**config.mk**
```make
export PLATFORM = sky130hd
export DESIGN_NAME = midpoint_circle_raster
export DESIGN_NICKNAME = d
export VERILOG_FILES = /design/src/sv/mcr_pkg.sv /design/src/sv/mcr_emit.sv /design/src/sv/midpoint_circle_raster.sv
export SDC_FILE = /design/constraint.sdc
export NUM_CORES = 1
export LEC_CHECK = 0
export ABC_CLOCK_PERIOD_IN_PS = 5950
export BUFFER_PORTS_ARGS = -buffer_cell sky130_fd_sc_hd__buf_2
export CORE_UTILIZATION = 54
export CTS_CLUSTER_DIAMETER = 150
export DETAILED_ROUTE_END_ITERATION = 8
export PLACE_DENSITY = 0.76
export SLEW_MARGIN = 0
export SYNTH_ARGS = -nofsm -noshare
export SYNTH_HDL_FRONTEND = slang
export SYNTH_SLANG_ARGS = --single-unit
```
**constraint.sdc**
```tcl
create_clock -name clk -period 5.95 [get_ports clk]
set_input_delay 0.595 -clock clk [delete_from_list [all_inputs] [get_ports clk]]
set_output_delay 0.595 -clock clk [all_outputs]
set_load 0.1 [all_outputs]
```
**src/sv/mcr_pkg.sv**
```systemverilog
// shared types and constants for the midpoint circle rasterizer
package mcr_pkg;

  // operation codes carried on the input tuser
  localparam logic OP_START = 1'b0;
  localparam logic OP_STEP  = 1'b1;

  // fixed field widths
  localparam int DEPTH_BITS = 16;
  localparam int COLOR_BITS = 24;

  // decision variable constants
  localparam int DEC_INIT     = 3;
  localparam int DEC_INC_KEEP = 6;
  localparam int DEC_INC_STEP = 10;

  // pixel sequence positions within one step
  localparam logic [3:0] K_FIRST_OCT  = 4'd0;
  localparam logic [3:0] K_LAST_OCT   = 4'd7;
  localparam logic [3:0] K_FIRST_DIAG = 4'd8;
  localparam logic [3:0] K_LAST_DIAG  = 4'd11;

  // what one step hands to the pixel emitter
  typedef struct packed {
    logic octants;
    logic diag;
    logic done;
  } mcr_step_t;

endpackage

```
**src/sv/mcr_emit.sv**
```systemverilog
// pixel emitter: holds one step's work, sends its pixels one beat per cycle unless stalled
module mcr_emit #(
  parameter int RADIUS_BITS = 10,
  parameter int COORD_BITS  = 12
) (
  input  logic                               clk,
  input  logic                               rst,
  input  logic                               load,
  input  mcr_pkg::mcr_step_t                 step,
  input  logic signed [COORD_BITS-1:0]       cx,
  input  logic signed [COORD_BITS-1:0]       cy,
  input  logic signed [mcr_pkg::DEPTH_BITS-1:0] depth,
  input  logic [mcr_pkg::COLOR_BITS-1:0]     color,
  input  logic [RADIUS_BITS-1:0]             ox,
  input  logic [RADIUS_BITS-1:0]             oy,
  input  logic [RADIUS_BITS-1:0]             nx,
  output logic                               ready,
  output logic                               m_tvalid,
  input  logic                               m_tready,
  // pixel_x, pixel_y, depth_out, color_out
  output logic [((2*(COORD_BITS+1)+mcr_pkg::DEPTH_BITS+mcr_pkg::COLOR_BITS+7)/8)*8-1:0] m_tdata,
  output logic                               m_tlast,
  // circle_done
  output logic                               m_tuser
);
  import mcr_pkg::*;

  localparam int PW    = COORD_BITS + 1;
  localparam int OW    = (RADIUS_BITS > PW) ? RADIUS_BITS : PW;
  localparam int OUT_W = ((2*PW + DEPTH_BITS + COLOR_BITS + 7) / 8) * 8;

  logic                          busy;
  logic [3:0]                    k;
  logic [3:0]                    kend;
  logic                          done;
  logic signed [COORD_BITS-1:0]  bcx;
  logic signed [COORD_BITS-1:0]  bcy;
  logic [DEPTH_BITS-1:0]         bdep;
  logic [COLOR_BITS-1:0]         bcol;
  logic [RADIUS_BITS-1:0]        bx;
  logic [RADIUS_BITS-1:0]        by;
  logic [RADIUS_BITS-1:0]        bn;

  logic [PW-1:0]                 px;
  logic [PW-1:0]                 py;
  logic [DEPTH_BITS-1:0]         odep;
  logic [COLOR_BITS-1:0]         ocol;

  logic                          advance;
  logic                          fin;
  logic [RADIUS_BITS-1:0]        a_sel;
  logic [RADIUS_BITS-1:0]        b_sel;
  logic [OW-1:0]                 a_wide;
  logic [OW-1:0]                 b_wide;
  logic [PW-1:0]                 a_ext;
  logic [PW-1:0]                 b_ext;
  logic [PW-1:0]                 cxe;
  logic [PW-1:0]                 cye;
  logic [PW-1:0]                 px_next;
  logic [PW-1:0]                 py_next;

  assign advance = busy && (!m_tvalid || m_tready);
  assign fin     = advance && (k == kend);
  assign ready   = !busy || fin;

  always_comb begin
    case (k[3:2])
      2'd0: begin
        a_sel = by;
        b_sel = bx;
      end
      2'd1: begin
        a_sel = bx;
        b_sel = by;
      end
      default: begin
        a_sel = bn;
        b_sel = bn;
      end
    endcase
    a_wide  = OW'(a_sel);
    b_wide  = OW'(b_sel);
    a_ext   = a_wide[PW-1:0];
    b_ext   = b_wide[PW-1:0];
    cxe     = PW'(bcx);
    cye     = PW'(bcy);
    px_next = k[0] ? (cxe - a_ext) : (cxe + a_ext);
    py_next = k[1] ? (cye - b_ext) : (cye + b_ext);
  end

  always_ff @(posedge clk) begin
    if (rst) begin
      busy <= 1'b0;
    end else if (load) begin
      busy <= 1'b1;
    end else if (fin) begin
      busy <= 1'b0;
    end
  end

  always_ff @(posedge clk) begin
    if (load) begin
      k    <= step.octants ? K_FIRST_OCT : K_FIRST_DIAG;
      kend <= step.diag ? K_LAST_DIAG : K_LAST_OCT;
      done <= step.done;
      bcx  <= cx;
      bcy  <= cy;
      bdep <= depth;
      bcol <= color;
      bx   <= ox;
      by   <= oy;
      bn   <= nx;
    end else if (advance) begin
      k <= k + 4'd1;
    end
  end

  always_ff @(posedge clk) begin
    if (rst) begin
      m_tvalid <= 1'b0;
    end else if (advance) begin
      m_tvalid <= 1'b1;
    end else if (m_tready) begin
      m_tvalid <= 1'b0;
    end
  end

  always_ff @(posedge clk) begin
    if (advance) begin
      px      <= px_next;
      py      <= py_next;
      odep    <= bdep;
      ocol    <= bcol;
      m_tlast <= (k == kend);
      m_tuser <= (k == kend) && done;
    end
  end

  assign m_tdata = OUT_W'({ocol, odep, py, px});

endmodule

```
**src/sv/midpoint_circle_raster.sv**
```systemverilog
// midpoint circle rasterizer top level
// A start beat (tuser 0) loads center, depth, radius and color and sends
// nothing. Each step beat (tuser 1) walks one octant position and sends
// up to twelve pixel beats, one per cycle on the output port unless it
// stalls: eight octant pixels, plus four diagonal pixels on a step that
// reaches the diagonal (only those four for a zero radius circle). tlast
// marks the final pixel of a step and tuser the final pixel of the circle.
// The step logic runs in the accepting cycle and hands its pixels to a
// one-step buffer; the next beat is accepted in the cycle the previous
// step's last pixel leaves the buffer, paced by the single output pixel per
// cycle and stretched by any output stall. Start beats and steps while idle
// are accepted as soon as the buffer has room.
module midpoint_circle_raster #(
  parameter int RADIUS_BITS = 10,
  parameter int COORD_BITS  = 12
) (
  input  logic clk,
  input  logic rst,
  input  logic s_tvalid,
  output logic s_tready,
  // center_x, center_y, depth_in, radius, color_in
  input  logic [((2*COORD_BITS+mcr_pkg::DEPTH_BITS+RADIUS_BITS+mcr_pkg::COLOR_BITS+7)/8)*8-1:0]
               s_tdata,
  // op
  input  logic s_tuser,
  output logic m_tvalid,
  input  logic m_tready,
  // pixel_x, pixel_y, depth_out, color_out
  output logic [((2*(COORD_BITS+1)+mcr_pkg::DEPTH_BITS+mcr_pkg::COLOR_BITS+7)/8)*8-1:0] m_tdata,
  // last_of_step
  output logic m_tlast,
  // circle_done
  output logic m_tuser
);
  import mcr_pkg::*;

  localparam int DW     = RADIUS_BITS + 4;
  localparam int CX_LO  = 0;
  localparam int CY_LO  = COORD_BITS;
  localparam int DEP_LO = 2*COORD_BITS;
  localparam int RAD_LO = DEP_LO + DEPTH_BITS;
  localparam int COL_LO = RAD_LO + RADIUS_BITS;

  logic                          active;
  logic [RADIUS_BITS-1:0]        cur_x;
  logic [RADIUS_BITS-1:0]        cur_y;
  logic [DW-1:0]                 decision;
  logic signed [COORD_BITS-1:0]  held_cx;
  logic signed [COORD_BITS-1:0]  held_cy;
  logic signed [DEPTH_BITS-1:0]  held_depth;
  logic [COLOR_BITS-1:0]         held_color;

  logic                          accept;
  logic                          is_step;
  logic                          lt;
  logic                          eq;
  logic [RADIUS_BITS-1:0]        x_next;
  logic [RADIUS_BITS-1:0]        y_next;
  logic [DW-1:0]                 decision_next;
  logic [DW-1:0]                 xd;
  logic [DW-1:0]                 yd;
  logic [RADIUS_BITS-1:0]        in_radius;
  logic                          load;
  mcr_step_t                     step;

  assign accept    = s_tvalid && s_tready;
  assign is_step   = (s_tuser == OP_STEP);
  assign in_radius = s_tdata[RAD_LO +: RADIUS_BITS];

  always_comb begin
    xd            = DW'(cur_x);
    yd            = DW'(cur_y);
    lt            = cur_x < cur_y;
    x_next        = cur_x;
    y_next        = cur_y;
    decision_next = decision;
    if (lt) begin
      x_next = cur_x + RADIUS_BITS'(1);
      if (decision[DW-1]) begin
        decision_next = decision + (xd << 2) + DW'(DEC_INC_KEEP);
      end else begin
        decision_next = decision + ((xd - yd) << 2) + DW'(DEC_INC_STEP);
        y_next        = cur_y - RADIUS_BITS'(1);
      end
    end
    eq           = x_next == y_next;
    step.octants = lt;
    step.diag    = eq;
    step.done    = !(x_next < y_next);
  end

  assign load = accept && is_step && active && (lt || eq);

  always_ff @(posedge clk) begin
    if (rst) begin
      active <= 1'b0;
    end else if (accept) begin
      if (!is_step) begin
        active <= 1'b1;
      end else if (active) begin
        active <= x_next < y_next;
      end
    end
  end

  always_ff @(posedge clk) begin
    if (accept) begin
      if (!is_step) begin
        held_cx    <= s_tdata[CX_LO +: COORD_BITS];
        held_cy    <= s_tdata[CY_LO +: COORD_BITS];
        held_depth <= s_tdata[DEP_LO +: DEPTH_BITS];
        held_color <= s_tdata[COL_LO +: COLOR_BITS];
        cur_x      <= '0;
        cur_y      <= in_radius;
        decision   <= DW'(DEC_INIT) - (DW'(in_radius) << 1);
      end else if (active) begin
        cur_x    <= x_next;
        cur_y    <= y_next;
        decision <= decision_next;
      end
    end
  end

  mcr_emit #(
    .RADIUS_BITS (RADIUS_BITS),
    .COORD_BITS  (COORD_BITS)
  ) u_emit (
    .clk      (clk),
    .rst      (rst),
    .load     (load),
    .step     (step),
    .cx       (held_cx),
    .cy       (held_cy),
    .depth    (held_depth),
    .color    (held_color),
    .ox       (cur_x),
    .oy       (cur_y),
    .nx       (x_next),
    .ready    (s_tready),
    .m_tvalid (m_tvalid),
    .m_tready (m_tready),
    .m_tdata  (m_tdata),
    .m_tlast  (m_tlast),
    .m_tuser  (m_tuser)
  );

endmodule

```
==> results by stage, run 1 <==
Outcome:
- The run finished with clean final reports.

Clock tree:
- The clock tree from TritonCTS is built.
- The number of levels the H-tree was split into is 1.
- The post-CTS resize count is 0.
- Clock tree synthesis found a total of ~270 sinks.
- The cell chosen for the clock root is sky130_fd_sc_hd__clkbuf_16.
- Counting the buffers created by CTS gives 27.
- The register clock-pin slew on the reported worst setup and hold paths is about 0.070 ns.
- Once the clock tree was built, the setup fixing pass inserted 0 buffers.
- The clock insertion delay at the later pin of the skew report is 0.53 ns.
- The deepest clock path buffer count is 3.
- In this run, post-CTS hold repair placed 0 buffers.

Pwr:
- Power comes to between 4 and 5 mW.
- Power spread over the standard cell area amounts to around 320 mW/mm2.
- For this design the static power due to leakage is ~5.9 nW.
- The worst-case IR drop observed on VDD is approximately 0.27 mV.

Yosys:
- The most common flop cell mapped by yosys is sky130_fd_sc_hd__edfxtp_1.
- In this run, synthesis inferred between 200 and 300 flip-flops with an integrated enable.
- During synthesis, Yosys emitted a total of 0 warnings.
- Synthesis produced 955 cells.
- After synthesis the netlist holds a flip-flop and latch count of ~270.
- In this run the cell area of the synthesized design comes to 0.0130 mm2.
- Synthesis instantiated 70 different standard cells from the library.
- The fraction of registers with async set/reset is 0%.
- The mean area per synthesized cell is between 10 and 15 um2.
- The part of the Yosys area used for sequential elements is 61.9%.

Final layout:
- Cells with a size suffix above 1 make up approximately 21% of the layout.
- From synthesis to final layout, the design area changed by 16.3%.
- The cell area after layout is roughly 0.015 mm2.
- The number of nets in the layout is 1,307.
- The finished layout holds roughly 1.5k standard cells, fillers aside.
- Counting the fill cells in the layout gives roughly 1.7k.

Worst setup path:
- The worst register-to-register path begins at cur_y[4]$_DFFE_PP_.
- The worst setup path is launched from a flop.
- At the worst endpoint, the required time is a little over 6 ns.
- The type of the worst setup path is flop to flop.
- The beginning of the critical path is cur_y[4]$_DFFE_PP_.
- The worst endpoint data arrival time is slightly below 5 ns.
- STA classifies the critical path endpoint as a flop.
- Of all nets on the critical path, the largest fanout is 34.

Global routing:
- The number of antenna violations at the first check in global routing is 1.
- The total congestion overflow is 0.
- Entering global routing, the biggest net connects around 70 pins.
- The via count of the first global-routing pass came to a little under 8k.
- The global router's overall resource usage is between 20% and 30%.
- The first global-routing pass estimated between 30,000 and 40,000 um of wire.

Min path:
- The worst hold path begins at s_tdata[31].
- The worst hold path belongs to the class input pin to flop.

Floorplanning:
- For this configuration, the core starts out at a cell density of a little under three fifths.
- The area enclosed by the die boundary is roughly 0.025 mm2.
- The I/O pin count is ~160.
- The die boundary height is between 150 and 200 um.
- The row count is between 50 and 60.
- The standard cell core area is between 0.02 and 0.025 mm2.
- The die outline width is between 150 and 200 um.

Detailed routing:
- The remaining antenna violation count is 0.
- The routed length per instance is 16.6 um.
- The final layout contains routed wiring with a total length of 24,400 um.
- Dividing the detail-routed via count by the number of cells gives between 5 and 6.
- The first TritonRoute pass finished after 5 iterations.
- The highest routing layer actually used is met4.
- The number of remaining DRC errors is 0.
- After detailed routing, the met2 layer carries between 10,000 and 15,000 um of wire.
- The first-iteration detailed-routing DRC count is ~450.
- The total number of vias is roughly 7.9k.
- The met1 wire length is 10,200 um.
- Wire segments on met3 add up to approximately 1100 um in the final route.

STA:
- The slew at the pin closest to its max-slew limit is approximately 0.88 ns.
- The worst slew margin relative to its limit is 41.5%.
- Setup total negative slack on the finished layout was measured at 0 ns.
- The hold violation count in the final report is 0.
- The maximum clock skew at final layout is ~0.010 ns.
- The number of max-slew violations in the final report was 0.
- The smallest clock period supported by the final layout is computed as 4.69 ns.
- Static timing analysis puts the maximum clock frequency at ~210 MHz.
- Setup violations remaining at the end of the flow were counted as 0.
- The share of the clock period used by the worst path after layout is about four fifths.
- Setup repair after global routing left no endpoint under its margin.

Placed design:
- The HPWL after detailed placement is ~17,000 um.
- The number of input and output port buffers inserted is roughly 150.
- After detailed placement, the design holds a cell count of about 1.4k.
- The final weighted congestion in routability-driven placement is 0.863.
- Once placement finished, the instance area stood at approximately 0.014 mm2.

Run:
- The max capacitance violation total is 0.
==> cells in the mapped netlist (4+ instances only) <==
cell                       count  area share (%)
sky130_fd_sc_hd__buf_4         6            0.35
sky130_fd_sc_hd__o21ai_1       6            0.23
sky130_fd_sc_hd__nand4_1       7            0.34
sky130_fd_sc_hd__xor2_1       32             2.2
sky130_fd_sc_hd__nor2_1       64             1.8
sky130_fd_sc_hd__o21a_1       15            0.87
sky130_fd_sc_hd__nor2b_1      16            0.77
sky130_fd_sc_hd__mux2i_1       7            0.54
sky130_fd_sc_hd__a21o_1        9            0.52
sky130_fd_sc_hd__fa_1          5            0.77
sky130_fd_sc_hd__nand3_1      12            0.46
sky130_fd_sc_hd__mux2_2       18             1.6
sky130_fd_sc_hd__o21ai_2       5            0.34
sky130_fd_sc_hd__nor3_1       12            0.46
sky130_fd_sc_hd__nand2b_1     15            0.72
sky130_fd_sc_hd__a31oi_1       6            0.29
sky130_fd_sc_hd__nor4_1        9            0.43
sky130_fd_sc_hd__or3_1         5            0.24
sky130_fd_sc_hd__and2_1       15            0.72
sky130_fd_sc_hd__inv_1        49             1.4
sky130_fd_sc_hd__o21ai_0      31             1.2
sky130_fd_sc_hd__o211ai_1      8            0.46
sky130_fd_sc_hd__edfxtp_1    266              61
sky130_fd_sc_hd__and3_1       13            0.63
sky130_fd_sc_hd__clkbuf_1      8            0.23
sky130_fd_sc_hd__xnor2_1      52             3.5
sky130_fd_sc_hd__buf_2         4            0.15
sky130_fd_sc_hd__ha_1         93             8.9
sky130_fd_sc_hd__a21oi_1      72             2.8
sky130_fd_sc_hd__nand2_1      36             1.0
==> layer usage <==
layer | vias up | global-route usage [%]
li1 | 3891 | -
met1 | 3747 | 25.0
met2 | 198 | 35.3
met3 | 50 | 3.17
met4 | 0 | 7.40
met5 | - | 0
==> placed cells by master, fill, tap and decap left out, drive strengths merged, types with 9 or more instances in the layout <==
| cell type | n |
|---|---|
| o211ai | 9 |
| mux2 | 23 |
| inv | 52 |
| nand2 | 36 |
| and2 | 15 |
| o21a | 15 |
| ha | 93 |
| clkbuf | 28 |
| buf | 158 |
| nand3 | 12 |
| nor4 | 9 |
| nor2 | 64 |
| xnor2 | 53 |
| a21oi | 73 |
| nor3 | 13 |
| o21ai | 42 |
| nand2b | 15 |
| a21o | 10 |
| edfxtp | 266 |
| nor2b | 16 |
| xor2 | 33 |
| clkinv | 9 |
| and3 | 13 |
==> per-stage QoR <==
stage	setup slack (ns)	util [%]	hold slack (ns)
4_1_cts	1.22	64.3	0.218
3_5_place_dp	1.26	60.1	0.405
6_report	1.26	64.3	0.241
3_3_place_gp	1.37	60.1	0.401
5_1_grt	0.849	64.3	0.216
2_1_floorplan	0.531	-	0.400
==> critical path, stage by stage (launching register included) <==
cell                       delay (ns)
sky130_fd_sc_hd__edfxtp_1        0.48
sky130_fd_sc_hd__inv_1           0.16
sky130_fd_sc_hd__ha_1            0.27
sky130_fd_sc_hd__o21ai_0         0.28
sky130_fd_sc_hd__a21oi_1         0.15
sky130_fd_sc_hd__o211ai_2        0.12
sky130_fd_sc_hd__o21a_1          0.61
sky130_fd_sc_hd__nand4_1         0.23
sky130_fd_sc_hd__xnor2_1         0.22
sky130_fd_sc_hd__ha_1            0.31
sky130_fd_sc_hd__nand4_1         0.11
sky130_fd_sc_hd__nor2_1          0.15
sky130_fd_sc_hd__and3_1          0.28
sky130_fd_sc_hd__o21ai_2         0.12
sky130_fd_sc_hd__inv_4           0.37
sky130_fd_sc_hd__buf_4           0.44
==> report_power, final <==
part	switching (mW)	total, mW	leakage, nW	internal, mW
combinational	0.485	0.812	2.94	0.327
sequential	0.0354	2.20	2.46	2.16
clock	0.707	1.85	0.472	1.14
==> final timing paths <==
check                           cells past startpoint  slack (ns)                  endpoint
worst max register to register                     15        1.26    u_emit.bx[0]$_DFFE_PP_
worst max-delay path                               15        1.26    u_emit.bx[0]$_DFFE_PP_
worst min register to register                      0        0.42  u_emit.bcol[6]$_DFFE_PP_
worst min-delay path                                1        0.24   held_depth[7]$_DFFE_PP_
==> kinds of logic after synthesis <==
| family | Yosys count | share of synthesized area, % |
|---|---|---|
| multiplexers | 31 | 2.76 |
| XOR/XNOR | 86 | 5.90 |
| other | 1 | 0.0288 |
| AND/OR/NAND/NOR | 211 | 8.17 |
| AO/OA/AOI/OAI | 186 | 9.14 |
| adder cells (fa/ha/maj) | 98 | 9.71 |
| buffers and inverters | 73 | 2.43 |
| flip-flops | 269 | 61.9 |
==> sequential cells by signal, summed over array words and instances (netlist names), 13 cells and up <==
signal       cells
u_emit.bdep     16
held_depth      16
decision        13
u_emit.py       13
u_emit.px       13
u_emit.odep     16
u_emit.bcol     24
held_color      24
u_emit.ocol     24
==> area by class of cell <==
class	count	area (um2)	area share [%]
well taps	319	399	2.64
diodes	1	2.50	0.0165
flip-flops and latches	269	8050	53.2
clock inverters	21	303	2.00
repair buffers	158	828	5.47
inverters	50	190	1.26
multi-input cells	618	4680	30.9
clock buffers	28	679	4.49
(Power assumes the default switching activity.)
==> run 2: changes to the inputs <==
ABC_CLOCK_PERIOD_IN_PS = 4130   (was 5950)
CORE_UTILIZATION = 53   (was 54)
PLACE_DENSITY = 0.78   (was 0.76)
clock period = 4.13 ns   (was 5.95 ns; I/O delays follow)
==> results by stage, run 2 (synthesis gave the netlist of run 1 again) <==
Outcome:
- The run finished with clean final reports.

Worst setup path:
- The data required time of the worst path was 4.40 ns (-1.73 ns).
- The critical path goes through inv_1 -> ha_1 -> o21ai_1 -> a21oi_1 -> o211ai_2 -> o21ai_2 -> nor4_1 -> xor2_1 -> ha_1 -> nand4_1 -> nor2_1 -> and3_1 -> o21ai_2 -> inv_4 -> or2_2.
- On the critical path, the stage with the largest delay is an instance of sky130_fd_sc_hd__edfxtp_1.
- The instance count on the critical path is 15 (unchanged).
- The maximum fanout along the worst path is 10 (-71%).
- The worst setup path is captured at a flop.
- The length in cells of the worst reg-to-reg path is 15 (unchanged).
- The delay contributed by the slowest stage of the critical path was 0.47 ns (-0.14 ns).
- Grouping stages by cell kind, the critical path spends the most delay in simple AND/OR/NAND/NOR gates.
- The number of buffer and inverter instances along the worst setup path is 2 (-1).
- The worst endpoint data arrival time is 4.24 ns (-0.63 ns).
- The critical path is of the flop to flop type.
- The critical path startpoint category is a flop.

Clock tree:
- The CTS sink count is 269 (unchanged).
- The cell chosen for the clock root is sky130_fd_sc_hd__clkbuf_16.
- The clock insertion delay at the later pin of the skew report is 0.55 ns (+0.02 ns).
- The clock tree from TritonCTS is built.
- The register clock-pin slew on the reported worst setup and hold paths is 0.07 ns (about the same).
- The number of hold buffers added after CTS is 0 (unchanged).
- The deepest clock path buffer count is 3 (unchanged).
- The number of CTS-inserted buffers is 28 (+3.7%).
- The number of levels the H-tree was split into is 1 (unchanged).

Final layout:
- The largest registers in the layout are held_color x24, u_emit.bcol x24, u_emit.ocol x24.
- The share of layout cells above drive strength 1 is 23.7% (+2.3 points).
- The end-of-flow core utilization is 64.8% (+0.49 points).
- The layout overhead on the synthesized area is 18.2%.
- Leaving out fill and tap cells, the most frequent cells in the layout are 266 x sky130_fd_sc_hd__edfxtp_1, 148 x sky130_fd_sc_hd__buf_2, 93 x sky130_fd_sc_hd__ha_1.
- Leaving out fill and tap cells, the most frequent cell in the layout is sky130_fd_sc_hd__edfxtp_1.
- The number of nets in the layout was 1,332 (+1.9%).
- The cell area after layout is 0.0154 mm2 (+1.7%).
- The final-layout fill cell count came to 1,697 (-1.7%).
- The non-filler instance count after layout was 1,491 (+1.8%).

Pwr:
- The net switching component of the power is 1.85 mW (+51%).
- The internal power came to 5.18 mW (+43%).
- The sequential group share of total power was 45.0% (-0.3 points).
- The peak ir drop on the vdd network is 0.325 mV (+19%).
- The switching fraction of total power is 26.3% (+1.1 points).
- The power per cell area is 457 mW/mm2 (+42%).
- The portion of total power attributed to the clock network was 37.0% (-1.0 points).
- The logic gate share of total power was 18.1% (+1.4 points).
- The leakage component of the power is 6.02 nW (+2.6%).

Global routing:
- The global-route wire length before repair is 40,600 um (+4.9%).
- The total congestion overflow is 0 (unchanged).
- The pin count of the biggest net entering global routing is 68 (-1.4%).
- The via count of the first global-routing pass is 8,005 (+2.0%).
- The number of antenna violations at the first check in global routing came to 3 (+2).
- The global router's overall resource usage is 21.1% (+1.0 points).

Detailed routing:
- The number of search-and-repair iterations in the first detailed-routing pass was 5 (unchanged).
- The total wire length after detailed routing is 26,500 um (+8.8%).
- The first-iteration detailed-routing DRC count is 414 (-8.6%).
- The detail-routed via count per cell was 5.46 (+1.4%).
- The number of remaining DRC errors is 0 (unchanged).
- The total number of vias is 8,147 (+3.3%).
- The routed length per instance is 17.8 um (+6.8%).
- The remaining antenna violation count is 0 (unchanged).

STA:
- The number of max-slew violations in the final report is 0 (unchanged).
- The slew at the pin closest to its max-slew limit is 0.883 ns (+0.00477 ns).
- The maximum clock frequency is 252 MHz (+18%).
- The share of the clock period used by the worst path after layout is 96.1% (+17 points).
- The time the final worst path needs with I/O delays and setup is 3.97 ns (-0.723 ns).
- The maximum clock skew at final layout is 0.0257 ns (+0.0152 ns).
- The number of failing setup endpoints in the final timing report came to 0 (unchanged).
- The setup slack after layout is 0.162 ns (-1.10 ns).
- The worst slew margin relative to its limit is 41.1% (-0.32 points).
- The hold violation count in the final report is 0 (unchanged).

Placed design:
- The final weighted congestion in routability-driven placement was 0.876 (+1.5%).
- The number of instances in the placed design is 1,433 (+1.3%).
- The instance area at placement came to 0.0143 mm2 (+1.2%).
- The worst setup slack before clock tree synthesis is 0.102 ns (-1.16 ns).
- The number of input and output port buffers inserted is 148 (unchanged).
- The half-perimeter wire length after placement came to 18,700 um (+6.9%).

Floorplanning:
- The die outline width came to 159 um (+0.93%).
- The die boundary height was 159 um (+0.93%).
- The standard cell core area is 0.0238 mm2 (+0.89%).
- The I/O pin count is 161 (unchanged).
- The area enclosed by the die boundary came to 0.0252 mm2 (+1.9%).
- The row count came to 56 (unchanged).
- The effective utilization at floorplan is 54.8% (-0.49 points).

Min path:
- The cell depth of the worst hold path is 1 (unchanged).
- The class of the most critical hold timing path is input pin to flop.

Run:
- The max capacitance violation total is 0 (unchanged).
==> run 2: metrics by stage <==
stage	hold WS [ns]	total power, mW	setup TNS [ns]
after floorplan	0.400	4.13	0
after global placement	0.400	4.38	0
after detailed placement	0.405	4.43	0
after CTS	0.0286	7.01	0
after global routing	0.0340	7.29	-0.00843
final	0.0424	7.03	0
==> run 2: area by class of cell <==
class / instances / area, um2 / share of cell area [%]
antenna: 1 / 2.50 / 0.0163
clock inverter: 20 / 226 / 1.47
timing repair buffer: 182 / 1040 / 6.77
clock buffer: 32 / 737 / 4.79
inverter: 50 / 190 / 1.24
tap: 319 / 399 / 2.59
sequential: 269 / 8050 / 52.3
multi-input combinational: 618 / 4740 / 30.8
==> run 2: power by group through the flow <==
stage | clock, mW | sequential, mW | combinational, mW
2_1_floorplan | 0 | 3.28 | 0.849
3_3_place_gp | 0 | 3.21 | 1.17
3_5_place_dp | 0 | 3.22 | 1.21
4_1_cts | 2.63 | 3.16 | 1.22
5_1_grt | 2.72 | 3.17 | 1.40
6_report | 2.60 | 3.16 | 1.27
==> run 2: what timing repair did <==
item | CTS | global route
endpoints found under the setup margin | 0 | 98
gates resized for setup | 0 | 16
buffers inserted | 0 | 5
==> run 2: metal layers <==
metal / vias up / track usage [%] / share of wire, %
li1: 3940 / - / -
met1: 3910 / 26.5 / 42
met2: 231 / 36.8 / 50
met3: 60 / 3.67 / 5.0
met4: 6 / 7.05 / 2.9
met5: - / 0 / 0.14
==> run 2: final timing paths <==
check	from	to	slack, ns
setup reg to reg	cur_y[4]$_DFFE_PP_	u_emit.k[1]$_SDFFCE_PP0P_	0.16
hold reg to reg	u_emit.bcol[8]$_DFFE_PP_	u_emit.ocol[8]$_DFFE_PP_	0.41
setup / recovery	cur_y[4]$_DFFE_PP_	u_emit.k[1]$_SDFFCE_PP0P_	0.16
hold / removal	s_tdata[68]	held_color[18]$_DFFE_PP_	0.04
==> run 2: worst reg2reg max path: cells and delay by family (launching register included) <==
family,cells,cell delay (ns)
flops,1,0.47
simple gates,5,1.17
compound gates,5,0.86
buf+inv,2,0.28
xor+xnor,1,0.33
fa+ha+maj,2,0.59
